$ cat src/rtl/pcs_pkg.sv
// ----------------------------------------------------------------------------
// pcs_pkg: shared types, constants and helpers for the pid step unit
// fixed-point widths, register map, config bundle and saturation functions
// ----------------------------------------------------------------------------
package pcs_pkg;

  localparam int DATA_WIDTH = 32;
  localparam int FRAC_BITS  = 16;
  localparam int OP_W       = DATA_WIDTH + 1;   // widest multiplier operand
  localparam int PROD_W     = 2 * OP_W;         // product magnitude
  localparam int MAG_W      = PROD_W + 1;
  localparam int NUM_W      = 52;               // dividend magnitude
  localparam int DEN_W      = 20;               // divisor, holds one million
  localparam int DT_W       = 19;               // elapsed time, at most 500000
  localparam int CNT_W      = 6;
  localparam int SUM_W      = DATA_WIDTH + 2;
  localparam int LIM_W      = 31;
  localparam int ADDR_W     = 5;

  localparam logic [DEN_W-1:0]      US_PER_SEC    = DEN_W'(1000000);
  localparam logic [DATA_WIDTH-1:0] MAX_DT_US     = DATA_WIDTH'(500000);
  localparam logic [DT_W-1:0]       DEFAULT_DT_US = DT_W'(1000);

  // register map, index = byte address / 4
  typedef enum logic [2:0] {
    REG_P_GAIN  = 3'd0,
    REG_I_GAIN  = 3'd1,
    REG_D_GAIN  = 3'd2,
    REG_OUT_LIM = 3'd3,
    REG_SLEW    = 3'd4
  } reg_idx_t;

  typedef struct packed {
    logic [DATA_WIDTH-1:0] p_gain;
    logic [DATA_WIDTH-1:0] i_gain;
    logic [DATA_WIDTH-1:0] d_gain;
    logic [LIM_W-1:0]      output_limit;
    logic [LIM_W-1:0]      slew_limit;
  } cfg_t;

  typedef struct packed {
    logic              neg;
    logic [PROD_W-1:0] mag;
  } prod_t;

  localparam logic [DATA_WIDTH-1:0] POS_MAX = {1'b0, {(DATA_WIDTH-1){1'b1}}};
  localparam logic [DATA_WIDTH-1:0] NEG_MIN = {1'b1, {(DATA_WIDTH-1){1'b0}}};

  // saturate sign + magnitude to a signed data word
  function automatic logic [DATA_WIDTH-1:0] sat_mag(input logic neg,
                                                    input logic [MAG_W-1:0] m);
    logic [DATA_WIDTH-1:0] r;
    if (!neg) begin
      r = (m > MAG_W'(POS_MAX)) ? POS_MAX : m[DATA_WIDTH-1:0];
    end else begin
      r = (m > MAG_W'(NEG_MIN)) ? NEG_MIN : (~m[DATA_WIDTH-1:0] + 1'b1);
    end
    return r;
  endfunction

  // floor of a signed product over 2^FRAC_BITS (or 2^(FRAC_BITS+1)), saturated
  function automatic logic [DATA_WIDTH-1:0] fshift_sat(input prod_t p,
                                                       input logic extra);
    logic [PROD_W-1:0] q;
    logic              rb;
    logic [MAG_W-1:0]  m;
    if (extra) begin
      q  = p.mag >> (FRAC_BITS + 1);
      rb = |p.mag[FRAC_BITS:0];
    end else begin
      q  = p.mag >> FRAC_BITS;
      rb = |p.mag[FRAC_BITS-1:0];
    end
    m = {1'b0, q} + MAG_W'(p.neg & rb);
    return sat_mag(p.neg, m);
  endfunction

  function automatic logic [DATA_WIDTH-1:0] sat_sum(input logic signed [SUM_W-1:0] v);
    logic [DATA_WIDTH-1:0] r;
    if (v > $signed(SUM_W'(POS_MAX)))
      r = POS_MAX;
    else if (v < -$signed(SUM_W'(NEG_MIN)))
      r = NEG_MIN;
    else
      r = v[DATA_WIDTH-1:0];
    return r;
  endfunction

  function automatic logic [DATA_WIDTH-1:0] clamp_lim(input logic signed [SUM_W-1:0] v,
                                                      input logic [LIM_W-1:0] lim);
    logic signed [SUM_W-1:0] l;
    logic [DATA_WIDTH-1:0]   r;
    l = $signed(SUM_W'(lim));
    if (v > l)
      r = l[DATA_WIDTH-1:0];
    else if (v < -l)
      r = DATA_WIDTH'(-l);
    else
      r = v[DATA_WIDTH-1:0];
    return r;
  endfunction

endpackage

$ cat src/rtl/pcs_regs.sv
// ----------------------------------------------------------------------------
// pcs_regs: configuration register file
// apb-style write and read of gains, output limit and slew limit
// ----------------------------------------------------------------------------
module pcs_regs (
  input  logic                          clk,
  input  logic                          rst_n,
  input  logic                          psel,
  input  logic                          penable,
  input  logic                          pwrite,
  input  logic [pcs_pkg::ADDR_W-1:0]    paddr,
  input  logic [31:0]                   pwdata,
  output logic [31:0]                   prdata,
  output logic                          pready,
  output pcs_pkg::cfg_t                 cfg
);

  pcs_pkg::cfg_t cfg_r;
  logic [2:0]    idx;
  logic          wr_en;

  assign idx    = paddr[pcs_pkg::ADDR_W-1:2];
  assign wr_en  = psel & penable & pwrite;
  assign pready = 1'b1;
  assign cfg    = cfg_r;

  always_ff @(posedge clk) begin
    if (!rst_n) begin
      cfg_r.p_gain       <= 32'd13107;
      cfg_r.i_gain       <= 32'd131072;
      cfg_r.d_gain       <= 32'd0;
      cfg_r.output_limit <= 31'd786432;
      cfg_r.slew_limit   <= 31'd65536000;
    end else if (wr_en) begin
      case (idx)
        pcs_pkg::REG_P_GAIN:  cfg_r.p_gain       <= pwdata;
        pcs_pkg::REG_I_GAIN:  cfg_r.i_gain       <= pwdata;
        pcs_pkg::REG_D_GAIN:  cfg_r.d_gain       <= pwdata;
        pcs_pkg::REG_OUT_LIM: cfg_r.output_limit <= pwdata[30:0];
        pcs_pkg::REG_SLEW:    cfg_r.slew_limit   <= pwdata[30:0];
        default: ;
      endcase
    end
  end

  always_comb begin
    case (idx)
      pcs_pkg::REG_P_GAIN:  prdata = cfg_r.p_gain;
      pcs_pkg::REG_I_GAIN:  prdata = cfg_r.i_gain;
      pcs_pkg::REG_D_GAIN:  prdata = cfg_r.d_gain;
      pcs_pkg::REG_OUT_LIM: prdata = {1'b0, cfg_r.output_limit};
      pcs_pkg::REG_SLEW:    prdata = {1'b0, cfg_r.slew_limit};
      default:              prdata = 32'd0;
    endcase
  end

endmodule

$ cat src/rtl/pcs_mul.sv
// ----------------------------------------------------------------------------
// pcs_mul: bit-serial signed multiplier
// sign-magnitude shift-add, one multiplier bit per cycle
// ----------------------------------------------------------------------------
module pcs_mul (
  input  logic                        clk,
  input  logic                        rst_n,
  input  logic                        start,
  input  logic [pcs_pkg::OP_W-1:0]    a,
  input  logic [pcs_pkg::OP_W-1:0]    b,
  output logic                        done,
  output pcs_pkg::prod_t              prod
);

  localparam int W = pcs_pkg::OP_W;

  logic                       run_r;
  logic                       done_r;
  logic [pcs_pkg::CNT_W-1:0]  cnt_r;
  logic [W-1:0]               amag_r;
  logic [W-1:0]               b_r;
  logic [2*W-1:0]             acc_r;
  logic                       neg_r;
  logic [W:0]                 sum;

  assign sum  = {1'b0, acc_r[2*W-1:W]} + (b_r[0] ? {1'b0, amag_r} : '0);
  assign done = done_r;
  assign prod = '{neg: neg_r, mag: acc_r};

  always_ff @(posedge clk) begin
    if (!rst_n) begin
      run_r  <= 1'b0;
      done_r <= 1'b0;
      cnt_r  <= '0;
    end else begin
      done_r <= 1'b0;
      if (start) begin
        run_r <= 1'b1;
        cnt_r <= '0;
      end else if (run_r) begin
        cnt_r <= cnt_r + 1'b1;
        if (cnt_r == pcs_pkg::CNT_W'(W - 1)) begin
          run_r  <= 1'b0;
          done_r <= 1'b1;
        end
      end
    end
  end

  // operand and accumulator shift path
  always_ff @(posedge clk) begin
    if (start) begin
      amag_r <= a[W-1] ? (~a + 1'b1) : a;
      b_r    <= b[W-1] ? (~b + 1'b1) : b;
      neg_r  <= a[W-1] ^ b[W-1];
      acc_r  <= '0;
    end else if (run_r) begin
      acc_r <= {sum, acc_r[W-1:1]};
      b_r   <= b_r >> 1;
    end
  end

endmodule

$ cat src/rtl/pcs_div.sv
// ----------------------------------------------------------------------------
// pcs_div: bit-serial restoring divider with floor rounding
// one quotient bit per cycle, then a fix-up step that floors the quotient of negative dividends
// ----------------------------------------------------------------------------
module pcs_div (
  input  logic                          clk,
  input  logic                          rst_n,
  input  logic                          start,
  input  logic                          neg,
  input  logic [pcs_pkg::NUM_W-1:0]     num,
  input  logic [pcs_pkg::DEN_W-1:0]     den,
  output logic                          done,
  output logic                          q_neg,
  output logic [pcs_pkg::NUM_W:0]       q_mag
);

  localparam int NW = pcs_pkg::NUM_W;
  localparam int DW = pcs_pkg::DEN_W;

  logic                       run_r;
  logic                       fix_r;
  logic                       done_r;
  logic [pcs_pkg::CNT_W-1:0]  cnt_r;
  logic [NW-1:0]              q_r;
  logic [NW:0]                qf_r;
  logic [DW-1:0]              rem_r;
  logic [DW-1:0]              den_r;
  logic                       neg_r;
  logic [DW:0]                part;
  logic                       ge;
  logic [DW:0]                diff;

  assign part  = {rem_r, q_r[NW-1]};
  assign ge    = part >= {1'b0, den_r};
  assign diff  = part - {1'b0, den_r};
  assign done  = done_r;
  assign q_neg = neg_r;
  assign q_mag = qf_r;

  always_ff @(posedge clk) begin
    if (!rst_n) begin
      run_r  <= 1'b0;
      fix_r  <= 1'b0;
      done_r <= 1'b0;
      cnt_r  <= '0;
    end else begin
      done_r <= 1'b0;
      fix_r  <= 1'b0;
      if (start) begin
        run_r <= 1'b1;
        cnt_r <= '0;
      end else if (run_r) begin
        cnt_r <= cnt_r + 1'b1;
        if (cnt_r == pcs_pkg::CNT_W'(NW - 1)) begin
          run_r <= 1'b0;
          fix_r <= 1'b1;
        end
      end else if (fix_r) begin
        done_r <= 1'b1;
      end
    end
  end

  always_ff @(posedge clk) begin
    if (start) begin
      q_r   <= num;
      rem_r <= '0;
      den_r <= den;
      neg_r <= neg;
    end else if (run_r) begin
      rem_r <= ge ? diff[DW-1:0] : part[DW-1:0];
      q_r   <= {q_r[NW-2:0], ge};
    end
    // floor for negative dividends with a remainder
    if (fix_r) begin
      qf_r <= {1'b0, q_r} + (NW+1)'(neg_r && (rem_r != '0));
    end
  end

endmodule

$ cat src/rtl/pid_controller_step_unit.sv
// ----------------------------------------------------------------------------
// pid_controller_step_unit: q16.16 pid step with tustin integral and slew limit
// sequencer around a bit-serial multiplier and a bit-serial divider
// ----------------------------------------------------------------------------
//
//  channel | direction | handshake          | payload
//  --------+-----------+--------------------+---------------------------------
//  in      | input     | in_valid/in_stall  | in_error_in, in_now_us
//  out     | output    | out_valid/out_stall| out_drive
//  cfg     | input     | psel/penable/pready| paddr, pwdata, prdata
//
//  each transaction runs five multiplies and two divides with the slew limit
//  off and six multiplies and three divides with it on, one after another
//  through the shared serial units
//  reset is synchronous and active low; it restores the register defaults
//  and clears the integral, last error, last drive and last timestamp
//  in_stall is high from acceptance until the result is moved into the
//  output register, which holds it while out_stall is high; a new input
//  transaction is taken as soon as that move is done
//
module pid_controller_step_unit (
  input  logic                          clk,
  input  logic                          rst_n,
  // input channel
  input  logic                          in_valid,
  output logic                          in_stall,
  input  logic signed [31:0]            in_error_in,
  input  logic [31:0]                   in_now_us,
  // result channel
  output logic                          out_valid,
  input  logic                          out_stall,
  output logic signed [31:0]            out_drive,
  // configuration port
  input  logic                          psel,
  input  logic                          penable,
  input  logic                          pwrite,
  input  logic [pcs_pkg::ADDR_W-1:0]    paddr,
  input  logic [31:0]                   pwdata,
  output logic [31:0]                   prdata,
  output logic                          pready
);

  localparam int DW = pcs_pkg::DATA_WIDTH;
  localparam int OW = pcs_pkg::OP_W;
  localparam int SW = pcs_pkg::SUM_W;

  // one-hot sequencer states
  typedef enum logic [10:0] {
    S_IDLE = 11'b000_0000_0001,
    S_PROP = 11'b000_0000_0010,  // p * e
    S_RATE = 11'b000_0000_0100,  // i * (e + e_prev)
    S_IMUL = 11'b000_0000_1000,  // rate * dt
    S_IDIV = 11'b000_0001_0000,  // / 1e6
    S_DMUL = 11'b000_0010_0000,  // d * (e - e_prev)
    S_DSCL = 11'b000_0100_0000,  // dq * 1e6
    S_DDIV = 11'b000_1000_0000,  // / dt
    S_SMUL = 11'b001_0000_0000,  // slew * dt
    S_SDIV = 11'b010_0000_0000,  // / 1e6
    S_DONE = 11'b100_0000_0000
  } state_t;

  state_t state_r;

  pcs_pkg::cfg_t  cfg;
  pcs_pkg::prod_t mul_prod;
  logic           mul_done;
  logic           div_done;
  logic           div_neg;
  logic [pcs_pkg::NUM_W:0] div_q;

  // shared unit operands, registered in the same cycle as the start pulse
  logic                       mul_go_r;
  logic [OW-1:0]              mul_a_r;
  logic [OW-1:0]              mul_b_r;
  logic                       div_go_r;
  logic                       div_neg_r;
  logic [pcs_pkg::NUM_W-1:0]  div_num_r;
  logic [pcs_pkg::DEN_W-1:0]  div_den_r;

  // controller state
  logic [DW-1:0]  integ_acc_r;
  logic [DW-1:0]  last_err_r;
  logic [DW-1:0]  last_drv_r;
  logic [31:0]    last_time_r;

  // per-transaction working registers
  logic [DW-1:0]              err_r;
  logic [31:0]                now_r;
  logic [pcs_pkg::DT_W-1:0]   dt_r;
  logic [DW-1:0]              prop_r;
  logic [DW-1:0]              integ_r;
  logic [DW-1:0]              drive_r;

  logic                       out_valid_r;
  logic [DW-1:0]              out_drive_r;

  logic                       in_acc;
  logic                       out_load;
  logic [31:0]                dtu;
  logic [pcs_pkg::DT_W-1:0]   dt_sel;
  logic [OW-1:0]              e_sum;
  logic [OW-1:0]              e_dif;
  logic [DW-1:0]              q_sat;
  logic signed [SW-1:0]       integ_sum;
  logic signed [SW-1:0]       drive_sum;
  logic signed [SW-1:0]       delta;
  logic signed [SW-1:0]       step;

  pcs_regs u_regs (
    .clk     (clk),
    .rst_n   (rst_n),
    .psel    (psel),
    .penable (penable),
    .pwrite  (pwrite),
    .paddr   (paddr),
    .pwdata  (pwdata),
    .prdata  (prdata),
    .pready  (pready),
    .cfg     (cfg)
  );

  pcs_mul u_mul (
    .clk   (clk),
    .rst_n (rst_n),
    .start (mul_go_r),
    .a     (mul_a_r),
    .b     (mul_b_r),
    .done  (mul_done),
    .prod  (mul_prod)
  );

  pcs_div u_div (
    .clk   (clk),
    .rst_n (rst_n),
    .start (div_go_r),
    .neg   (div_neg_r),
    .num   (div_num_r),
    .den   (div_den_r),
    .done  (div_done),
    .q_neg (div_neg),
    .q_mag (div_q)
  );

  assign in_stall  = (state_r != S_IDLE);
  assign in_acc    = in_valid && (state_r == S_IDLE);
  assign out_valid = out_valid_r;
  assign out_drive = out_drive_r;
  assign out_load  = (state_r == S_DONE) && (!out_valid_r || !out_stall);

  // elapsed time, modulo 2^32, with the fallback for zero or long gaps
  assign dtu    = in_now_us - last_time_r;
  assign dt_sel = (dtu == 32'd0 || dtu > pcs_pkg::MAX_DT_US) ?
                  pcs_pkg::DEFAULT_DT_US : dtu[pcs_pkg::DT_W-1:0];

  assign e_sum = {err_r[DW-1], err_r} + {last_err_r[DW-1], last_err_r};
  assign e_dif = {err_r[DW-1], err_r} - {last_err_r[DW-1], last_err_r};

  assign q_sat = pcs_pkg::sat_mag(div_neg, pcs_pkg::MAG_W'(div_q));

  assign integ_sum = $signed(SW'({{2{integ_acc_r[DW-1]}}, integ_acc_r}))
                   + $signed(SW'({{2{q_sat[DW-1]}}, q_sat}));
  assign drive_sum = $signed({{2{prop_r[DW-1]}}, prop_r})
                   + $signed({{2{integ_r[DW-1]}}, integ_r})
                   + $signed({{2{q_sat[DW-1]}}, q_sat});
  assign delta     = $signed({{2{drive_r[DW-1]}}, drive_r})
                   - $signed({{2{last_drv_r[DW-1]}}, last_drv_r});
  // slew step is below 2^30, so the low bits carry it whole
  assign step      = $signed(SW'(div_q[DW-2:0]));

  // control and controller state
  always_ff @(posedge clk) begin
    if (!rst_n) begin
      state_r     <= S_IDLE;
      mul_go_r    <= 1'b0;
      div_go_r    <= 1'b0;
      out_valid_r <= 1'b0;
      integ_acc_r <= '0;
      last_err_r  <= '0;
      last_drv_r  <= '0;
      last_time_r <= '0;
    end else begin
      mul_go_r <= 1'b0;
      div_go_r <= 1'b0;
      // a new result may replace one taken in the same cycle
      if (out_load) begin
        out_valid_r <= 1'b1;
      end else if (out_valid_r && !out_stall) begin
        out_valid_r <= 1'b0;
      end
      case (state_r)
        S_IDLE: begin
          if (in_acc) begin
            mul_go_r <= 1'b1;
            state_r  <= S_PROP;
          end
        end
        S_PROP: begin
          if (mul_done) begin
            mul_go_r <= 1'b1;
            state_r  <= S_RATE;
          end
        end
        S_RATE: begin
          if (mul_done) begin
            mul_go_r <= 1'b1;
            state_r  <= S_IMUL;
          end
        end
        S_IMUL: begin
          if (mul_done) begin
            div_go_r <= 1'b1;
            state_r  <= S_IDIV;
          end
        end
        S_IDIV: begin
          if (div_done) begin
            mul_go_r <= 1'b1;
            state_r  <= S_DMUL;
          end
        end
        S_DMUL: begin
          if (mul_done) begin
            mul_go_r <= 1'b1;
            state_r  <= S_DSCL;
          end
        end
        S_DSCL: begin
          if (mul_done) begin
            div_go_r <= 1'b1;
            state_r  <= S_DDIV;
          end
        end
        S_DDIV: begin
          if (div_done) begin
            if (cfg.slew_limit != '0) begin
              mul_go_r <= 1'b1;
              state_r  <= S_SMUL;
            end else begin
              state_r <= S_DONE;
            end
          end
        end
        S_SMUL: begin
          if (mul_done) begin
            div_go_r <= 1'b1;
            state_r  <= S_SDIV;
          end
        end
        S_SDIV: begin
          if (div_done) begin
            state_r <= S_DONE;
          end
        end
        S_DONE: begin
          if (out_load) begin
            integ_acc_r <= integ_r;
            last_err_r  <= err_r;
            last_drv_r  <= drive_r;
            last_time_r <= now_r;
            state_r     <= S_IDLE;
          end
        end
        default: state_r <= S_IDLE;
      endcase
    end
  end

  // datapath registers
  always_ff @(posedge clk) begin
    if (out_load) begin
      out_drive_r <= drive_r;
    end
    case (state_r)
      S_IDLE: begin
        if (in_acc) begin
          err_r   <= in_error_in;
          now_r   <= in_now_us;
          dt_r    <= dt_sel;
          mul_a_r <= {cfg.p_gain[DW-1], cfg.p_gain};
          mul_b_r <= {in_error_in[DW-1], in_error_in};
        end
      end
      S_PROP: begin
        if (mul_done) begin
          prop_r  <= pcs_pkg::fshift_sat(mul_prod, 1'b0);
          mul_a_r <= {cfg.i_gain[DW-1], cfg.i_gain};
          mul_b_r <= e_sum;
        end
      end
      S_RATE: begin
        // halving of the tustin sum folds into one more shift bit
        if (mul_done) begin
          mul_a_r <= OW'($signed(pcs_pkg::fshift_sat(mul_prod, 1'b1)));
          mul_b_r <= OW'(dt_r);
        end
      end
      S_IMUL: begin
        if (mul_done) begin
          div_neg_r <= mul_prod.neg;
          div_num_r <= mul_prod.mag[pcs_pkg::NUM_W-1:0];
          div_den_r <= pcs_pkg::US_PER_SEC;
        end
      end
      S_IDIV: begin
        if (div_done) begin
          integ_r <= pcs_pkg::clamp_lim(integ_sum, cfg.output_limit);
          mul_a_r <= {cfg.d_gain[DW-1], cfg.d_gain};
          mul_b_r <= e_dif;
        end
      end
      S_DMUL: begin
        if (mul_done) begin
          mul_a_r <= OW'($signed(pcs_pkg::fshift_sat(mul_prod, 1'b0)));
          mul_b_r <= OW'(pcs_pkg::US_PER_SEC);
        end
      end
      S_DSCL: begin
        if (mul_done) begin
          div_neg_r <= mul_prod.neg;
          div_num_r <= mul_prod.mag[pcs_pkg::NUM_W-1:0];
          div_den_r <= pcs_pkg::DEN_W'(dt_r);
        end
      end
      S_DDIV: begin
        if (div_done) begin
          drive_r <= pcs_pkg::clamp_lim(
                       $signed(SW'($signed(pcs_pkg::sat_sum(drive_sum)))),
                       cfg.output_limit);
          mul_a_r <= OW'(cfg.slew_limit);
          mul_b_r <= OW'(dt_r);
        end
      end
      S_SMUL: begin
        if (mul_done) begin
          div_neg_r <= 1'b0;
          div_num_r <= mul_prod.mag[pcs_pkg::NUM_W-1:0];
          div_den_r <= pcs_pkg::US_PER_SEC;
        end
      end
      S_SDIV: begin
        // delta beyond the allowed step moves the drive by one step, saturated to the data word
        if (div_done) begin
          if (delta > step) begin
            drive_r <= pcs_pkg::sat_sum(
                         $signed({{2{last_drv_r[DW-1]}}, last_drv_r}) + step);
          end else if (-delta > step) begin
            drive_r <= pcs_pkg::sat_sum(
                         $signed({{2{last_drv_r[DW-1]}}, last_drv_r}) - step);
          end
        end
      end
      default: ;
    endcase
  end

endmodule

$ cat config.mk
export PLATFORM = sky130hd
export DESIGN_NAME = pid_controller_step_unit
export DESIGN_NICKNAME = d
export VERILOG_FILES = /design/src/rtl/pcs_pkg.sv /design/src/rtl/pcs_regs.sv /design/src/rtl/pcs_mul.sv /design/src/rtl/pcs_div.sv /design/src/rtl/pid_controller_step_unit.sv
export SDC_FILE = /design/constraint.sdc
export NUM_CORES = 2
export LEC_CHECK = 0
export BUFFER_PORTS_ARGS = -buffer_cell sky130_fd_sc_hd__buf_2
export CAP_MARGIN = 20
export CORE_ASPECT_RATIO = 1.4
export CORE_MARGIN = 4
export CORE_UTILIZATION = 50
export CTS_CLUSTER_SIZE = 10
export DETAILED_ROUTE_END_ITERATION = 8
export PLACE_DENSITY = 0.66
export SLEW_MARGIN = 20
export SYNTH_ARGS = -nofsm -noshare
export SYNTH_HDL_FRONTEND = slang
export SYNTH_HIERARCHICAL = 1
export SYNTH_SLANG_ARGS = --single-unit
export TNS_END_PERCENT = 5
$ cat constraint.sdc
create_clock -name clk -period 12.7 [get_ports clk]
set_clock_uncertainty 0.05 [all_clocks]
set_input_delay 3.81 -clock clk [delete_from_list [all_inputs] [get_ports clk]]
set_output_delay 3.81 -clock clk [all_outputs]
set_load 0.1 [all_outputs]
Word-level counts from Yosys, hierarchy flattened

Index checks and enable logic that the tools add are counted.
W data, S select, Z words.

Register bits: 946
Bits of input ports: 108

Add/sub/neg operators: 25
Magnitude comparators: 22
Eq/ne operators: 32
Multiplexer cells: 98
Bitwise operators: 15
Reduce and logical (&&, ||, !) cells: 46

Operators with widths:

| cell                    | number |
|---|---|
| $mux W32                | 28 |
| $mux W33                | 16 |
| $pmux W33 S6            | 2 |
| $mux W66                | 5 |
| $add A66 B1 Y67         | 3 |
| $gt A67 B31 Y1 const B  | 3 |
| $gt A67 B32 Y1 const B  | 3 |
| $pmux W32 S5            | 1 |
| $add A32 B32 Y33        | 4 |
| $mux W11                | 12 |
| $add A32 B1 Y32 const B | 4 |
| $not A32 Y32            | 4 |
| $pmux W11 S11           | 1 |
| $mux W52                | 2 |
| $sub A32 B32 Y33        | 3 |
| $add A33 B1 Y33 const B | 2 |
| $gt A33 B32 Y1          | 2 |
| $gt A33 B32 Y1 const B  | 2 |
| $lt A33 B32 Y1 const B  | 2 |
| $not A33 Y33            | 2 |
| $pmux W32 S2            | 1 |
| $mux W20                | 3 |
| $add A52 B1 Y53         | 1 |
| $gt A53 B31 Y1 const B  | 1 |
| other kinds (61)        | 131 |

Longest topological paths before layout

Word-level depth: 15
Gate-level depth with buffers: 46
Depth with buffers taken out: 41

Cells and area by module

Netlist, hierarchy kept.

Modules (own cells, without submodules):

| module                   | instances | cells an instance | area each (µm²) |
|---|---|---|---|
| pid_controller_step_unit | 1         | 5681              | 46931.3 |
| pcs_mul                  | 1         | 898               | 8287.9 |
| pcs_div                  | 1         | 654               | 7870.0 |
| pcs_regs                 | 1         | 730               | 7185.6 |

Least setup slack after synthesis

No wires, ideal clock.

Path kind: register -> register
From: reg u_div.qf_r[1] (netlist: u_div/q_mag[1])
To: reg drive_r[23], data pin
Arrival time: 9.703 ns
Setup slack: 2.690 ns
Cell stages (with the launch flop): 44
Buffers on the path: 7
Clock period less this slack: 10.010 ns
Path through: edfxtp_1 -> inv_1 -> ha_1 -> or3b_2 -> nor4_1 -> and3_1 -> and4_1 -> and3_1 -> clkbuf_1 -> nand2_1 -> o21ai_1 -> and2_1 -> buf_2 -> nand2_2 -> clkbuf_1 -> o311a_1 -> fa_1 -> inv_1 -> (+8 left out) -> o21ai_1 -> clkbuf_1 -> clkbuf_1 -> nand2_1 -> ha_1 -> a21o_1 -> a21o_1 -> a21o_1 -> a211oi_1 -> o21ai_0 -> a311oi_1 -> a21oi_1 -> nand2_1 -> and3_1 -> clkbuf_1 -> clkbuf_1 -> nand2_1 -> a32o_1

Longest elaborated chain between the ends: 15
Elaborated cells between the ends (all ways): 34
Those cells by class: 4 x add/sub; 11 x order compare; 18 x mux; 1 x bitwise

RTL lines:

| element                  | RTL line                        | source |
|---|---|---|
| start: declaration       | pcs_div.sv:25                   | `logic [NW:0] qf_r;` |
| start signal: assignment | pcs_div.sv:76                   | `qf_r <= {1'b0, q_r} + (NW+1)'(neg_r && (rem_r != '0));` |
| $not A32 Y32             | pcs_pkg.sv:56                   | `r = (m > MAG_W'(NEG_MIN)) ? NEG_MIN : (~m[DATA_WIDTH-1:0] + 1'b1);` |
| $add A32 B1 Y32          | pcs_pkg.sv:56                   |  |
| $mux W32                 | pcs_pkg.sv:56                   |  |
| $mux W32                 | pcs_pkg.sv:53                   | `if (!neg) begin` |
| $add A33 B32 Y34         | pid_controller_step_unit.sv:164 | `+ $signed({{2{q_sat[DW-1]}}, q_sat});` |
| $lt A34 B32 Y1           | pcs_pkg.sv:82                   | `else if (v < -$signed(SUM_W'(NEG_MIN)))` |
| $mux W32                 | pcs_pkg.sv:82                   |  |
| $mux W32                 | pcs_pkg.sv:80                   | `if (v > $signed(SUM_W'(POS_MAX)))` |
| $mux W32                 | pid_controller_step_unit.sv:325 | `if (div_done) begin` |
| $mux W32                 | pid_controller_step_unit.sv:273 | `case (state_r)` |
| $lt A32 B34 Y1           | pcs_pkg.sv:96                   | `else if (v < -l)` |
| $mux W32                 | pcs_pkg.sv:96                   |  |
| $mux W32                 | pcs_pkg.sv:94                   | `if (v > l)` |
| $mux W32                 | pid_controller_step_unit.sv:325 |  |
| $pmux W32 S2 (*)         | pid_controller_step_unit.sv:273 |  |
| end signal: assignment   | pid_controller_step_unit.sv:326 | `drive_r <= pcs_pkg::clamp_lim(` |
| end signal: assignment   | pid_controller_step_unit.sv:344 | `drive_r <= pcs_pkg::sat_sum(` |
| end signal: assignment   | pid_controller_step_unit.sv:347 | `drive_r <= pcs_pkg::sat_sum(` |
| end: declaration         | pid_controller_step_unit.sv:92  | `logic [DW-1:0] drive_r;` |

Every way passes the cells marked *; elsewhere a longest branch is shown, timed or not. The select of a mux whose other input is x is not followed.
A chain may end at the register's enable or synchronous reset.

Worst setup path in the final report

From: reg u_div.qf_r[1] (netlist: u_div/q_mag[1])
To: reg drive_r[16], data pin

Same word-level chain as after synthesis.

==> results.sh <==
export IMPL_cpPeakStageDelay_ns=0.58
export IMPL_start_util_pct=50.4
export IMPL_grt_antenna_before_repair=20
export IMPL_first_pass_iters=8
export IMPL_cpMostUsedCell="buf_4"
export IMPL_ys_seq_area_share_pct=34.6
export IMPL_cts_hold_buf=0
export IMPL_row_count=162
export IMPL_synthToLayoutAreaGrowth_pct=8.98
export IMPL_root_buffer="clkbuf_16"
export IMPL_wl_per_cell_um=27.3
export IMPL_dpl_cell_area_mm2=0.0730
export IMPL_yosys_warnings=6
export IMPL_met1_usage_pct=36.7
export IMPL_grtUsageTotal_pct=35.5
export IMPL_busiest_layer="met2"
export IMPL_p_leak_nw=28.6
export IMPL_die_h_um=452
export IMPL_powerDensity_mw_per_mm2=111
export IMPL_cts_made_buffers=110
export IMPL_clkTransAtPathRegs_ns=0.06
export IMPL_synth_ff_type="edfxtp_1"
export IMPL_cts_tree="built"
export IMPL_drive_above_1_share_pct=8.80
export IMPL_worst_pin_slew_ns=1.29
export IMPL_dieArea_mm2=0.147
export IMPL_setup_tns_ns=0
export IMPL_grt_pass1_vias=61623
export IMPL_rrSetupSlack_ns=1.06
export IMPL_vias_per_cell=6.37
export IMPL_grt_max_degree=173
export IMPL_post_cts_resized=0
export IMPL_wirelength_um=270000
export IMPL_grt_pass1_wl_um=393000
export IMPL_outcome="complete, no violations"
export IMPL_path_class="reg -> reg"
export IMPL_ys_ff_latch=945
export IMPL_start_kind="flip-flop"
export IMPL_fmax_mhz=85.9
export IMPL_final_nets=8639
export IMPL_use_met2_pct=60.9
export IMPL_netlist_area_mm2=0.0703
export IMPL_syn_nets=8595
export IMPL_drc=0
export IMPL_postCtsSetupRepairBufs=0
export IMPL_worst_setup_path_end_kind="flip-flop"
export IMPL_max_vdd_ir_drop_mv=0.121
export IMPL_fin_crit_sh_pct=91.6
export IMPL_finalSetupViolations=0
export IMPL_ioPinCount=175
export IMPL_cap_viol_max_count=0
export IMPL_grt_overflow_total=0
export IMPL_hp_class="reg -> reg"
export IMPL_hold_viol_final=0
export IMPL_crit_fanout=46
export IMPL_drtAntennaViolNets=0
export IMPL_pre_cts_slack_ns=1.32
export IMPL_cts_sinks=945
export IMPL_port_buffers=171
export IMPL_syn_area_per_cell_um2=8.83
export IMPL_fp_dieW_um=325
export IMPL_crit_required_ns=13.24
export IMPL_grt_use_met3_pct=6.61
export IMPL_rsz0062_at_grt="false"
export IMPL_maxSlewViolCount=0
export IMPL_synthArstFlopShare_pct=0
export IMPL_drtIter0Drc=5602
export IMPL_cp_data_arrival_time_ns=12.18
export IMPL_synth_edf_count=542
export IMPL_vias=63159
export IMPL_clock_latency_ns=0.80
export IMPL_hpwl_um=208000
export IMPL_synth_cell_type_count=123
export IMPL_place_gp_congestion=1.06
export IMPL_hold_ws_ns=0.369
export IMPL_netlist_instances=7963
export IMPL_crit_slowest_cell="a221oi_1"
export IMPL_fin_crit_ns=11.64
export IMPL_coreArea_mm2=0.139
export IMPL_fin_ws_ns=1.06
export IMPL_timing_slew_headroom_pct=14.0
export IMPL_fin_area_mm2=0.0766
export IMPL_final_util_pct=54.9
export IMPL_clockBufferDepth=3
export IMPL_htree_levels=3
cells by family (layout without fill, tap and decap cells):
group           Yosys count  count (layout)  synth area share, %
compound gates         2095            2095                 20.0
other cells               1              17              0.00534
flops                   945             945                 34.6
fa+ha+maj               524             524                 9.77
mux                     358             358                 5.27
buf+inv                 840             970                 4.88
simple gates           2713            2713                 19.3
xor+xnor                487             487                 6.07
placed cells by master, fill, tap and decap left out, types with 64 or more instances in the layout:
cell type  synthesis  routed
nand2_1          914     914
edfxtp_1         542     542
nor2_1           515     511
ha_1             483     483
a21oi_1          479     477
inv_1            437     436
dfxtp_1          403     399
o21ai_0          387     386
xnor2_1          318     318
mux2i_1          261     261
nand3_1          182     182
nor3_1           178     175
buf_2             51     173
xor2_1           169     169
nand4_1          156     156
a21o_1           150     150
a21boi_0         150     149
buf_4             16     148
and2_1           116     115
clkbuf_16          0     114
nor4_1           102     101
nor2b_1          101      99
mux2_2            97      97
a22oi_1           91      91
and3_1            89      89
o21a_1            73      73
o31ai_1           70      69
o22ai_1           64      64
final timing paths:
path,startpoint,end,depth (start not counted)
worst max-delay path,u_div/q_mag[1],drive_r[16],40
worst min-delay path,div_den_r[10],u_div/den_r[10],0
worst max register to register,u_div/q_mag[1],drive_r[16],40
worst min register to register,div_den_r[10],u_div/den_r[10],0
worst max-delay path: cells and delay by family (launching register included):
family,cells,cell delay [ns]
AOI/OAI and AO/OA,13,4.02
and+or+nand+nor,15,3.44
adders and majority gates,4,1.54
buffers and inverters,7,1.53
DFF,1,0.51
xor gates and xnor gates,1,0.35
routing by layer:
layer / part of all wire [%] / wire length [um] / up-vias
met4: 11 / 29900 / 8
met1: 34 / 93200 / 30402
met3: 6.7 / 18200 / 870
met2: 48 / 129000 / 2479
li1: - / - / 29400
met5: 0.021 / 56 / -
final cells by class:
cell class / count / area [um2]
timing repair buffer: 331 / 2150
clock inverter: 12 / 191
tap: 1804 / 2260
clock buffer: 186 / 3240
multi-input combinational: 6178 / 42700
sequential: 945 / 24400
antenna: 16 / 40.0
inverter: 441 / 1660
fill: 13024 / 62900
cell usage after synthesis, drive strengths merged, types with 89 or more instances:
library cell | n | area, um2
a21boi | 154 | 1160
a21o | 150 | 1130
a21oi | 482 | 2420
a22oi | 91 | 683
and2 | 117 | 732
and3 | 89 | 557
buf | 110 | 691
clkbuf | 289 | 1090
dfxtp | 403 | 8070
edfxtp | 542 | 16300
ha | 483 | 6040
inv | 438 | 1640
mux2 | 97 | 1090
mux2i | 261 | 2610
nand2 | 915 | 3440
nand3 | 184 | 931
nand4 | 161 | 1060
nor2 | 516 | 1940
nor2b | 101 | 632
nor3 | 185 | 973
nor4 | 111 | 795
o21ai | 409 | 2060
xnor2 | 318 | 2790
xor2 | 169 | 1480
flip-flops by register name, indices dropped and copies added (netlist names), 19 cells and up:
signal,flops
u_regs/cfg,158
integ_r,32
now_r,32
u_div/q_mag,53
u_div/q_r,52
last_err_r,32
div_num_r,52
u_mul/amag_r,33
mul_a_r,32
out_drive,32
last_drv_r,32
div_den_r,20
mul_b_r,33
last_time_r,32
u_mul/acc_r,66
u_mul/b_r,33
dt_r,19
integ_acc_r,32
u_div/den_r,20
u_div/rem_r,20
drive_r,32
err_r,32
prop_r,32
power breakdown:
part	switching [mW]	internal, mW	leakage [nW]	total, mW
registers	0.274	3.41	8.23	3.68
logic	1.15	0.621	18.8	1.77
clock network	1.34	1.73	1.65	3.08
stage by stage:
stage	power (mW)	cells
after global placement	5.43	9692
final	8.53	9913
after floorplan	4.85	7963
after detailed placement	5.45	9693
after global routing	8.85	9899
after CTS	8.53	9891
(Power assumes the default switching activity.)
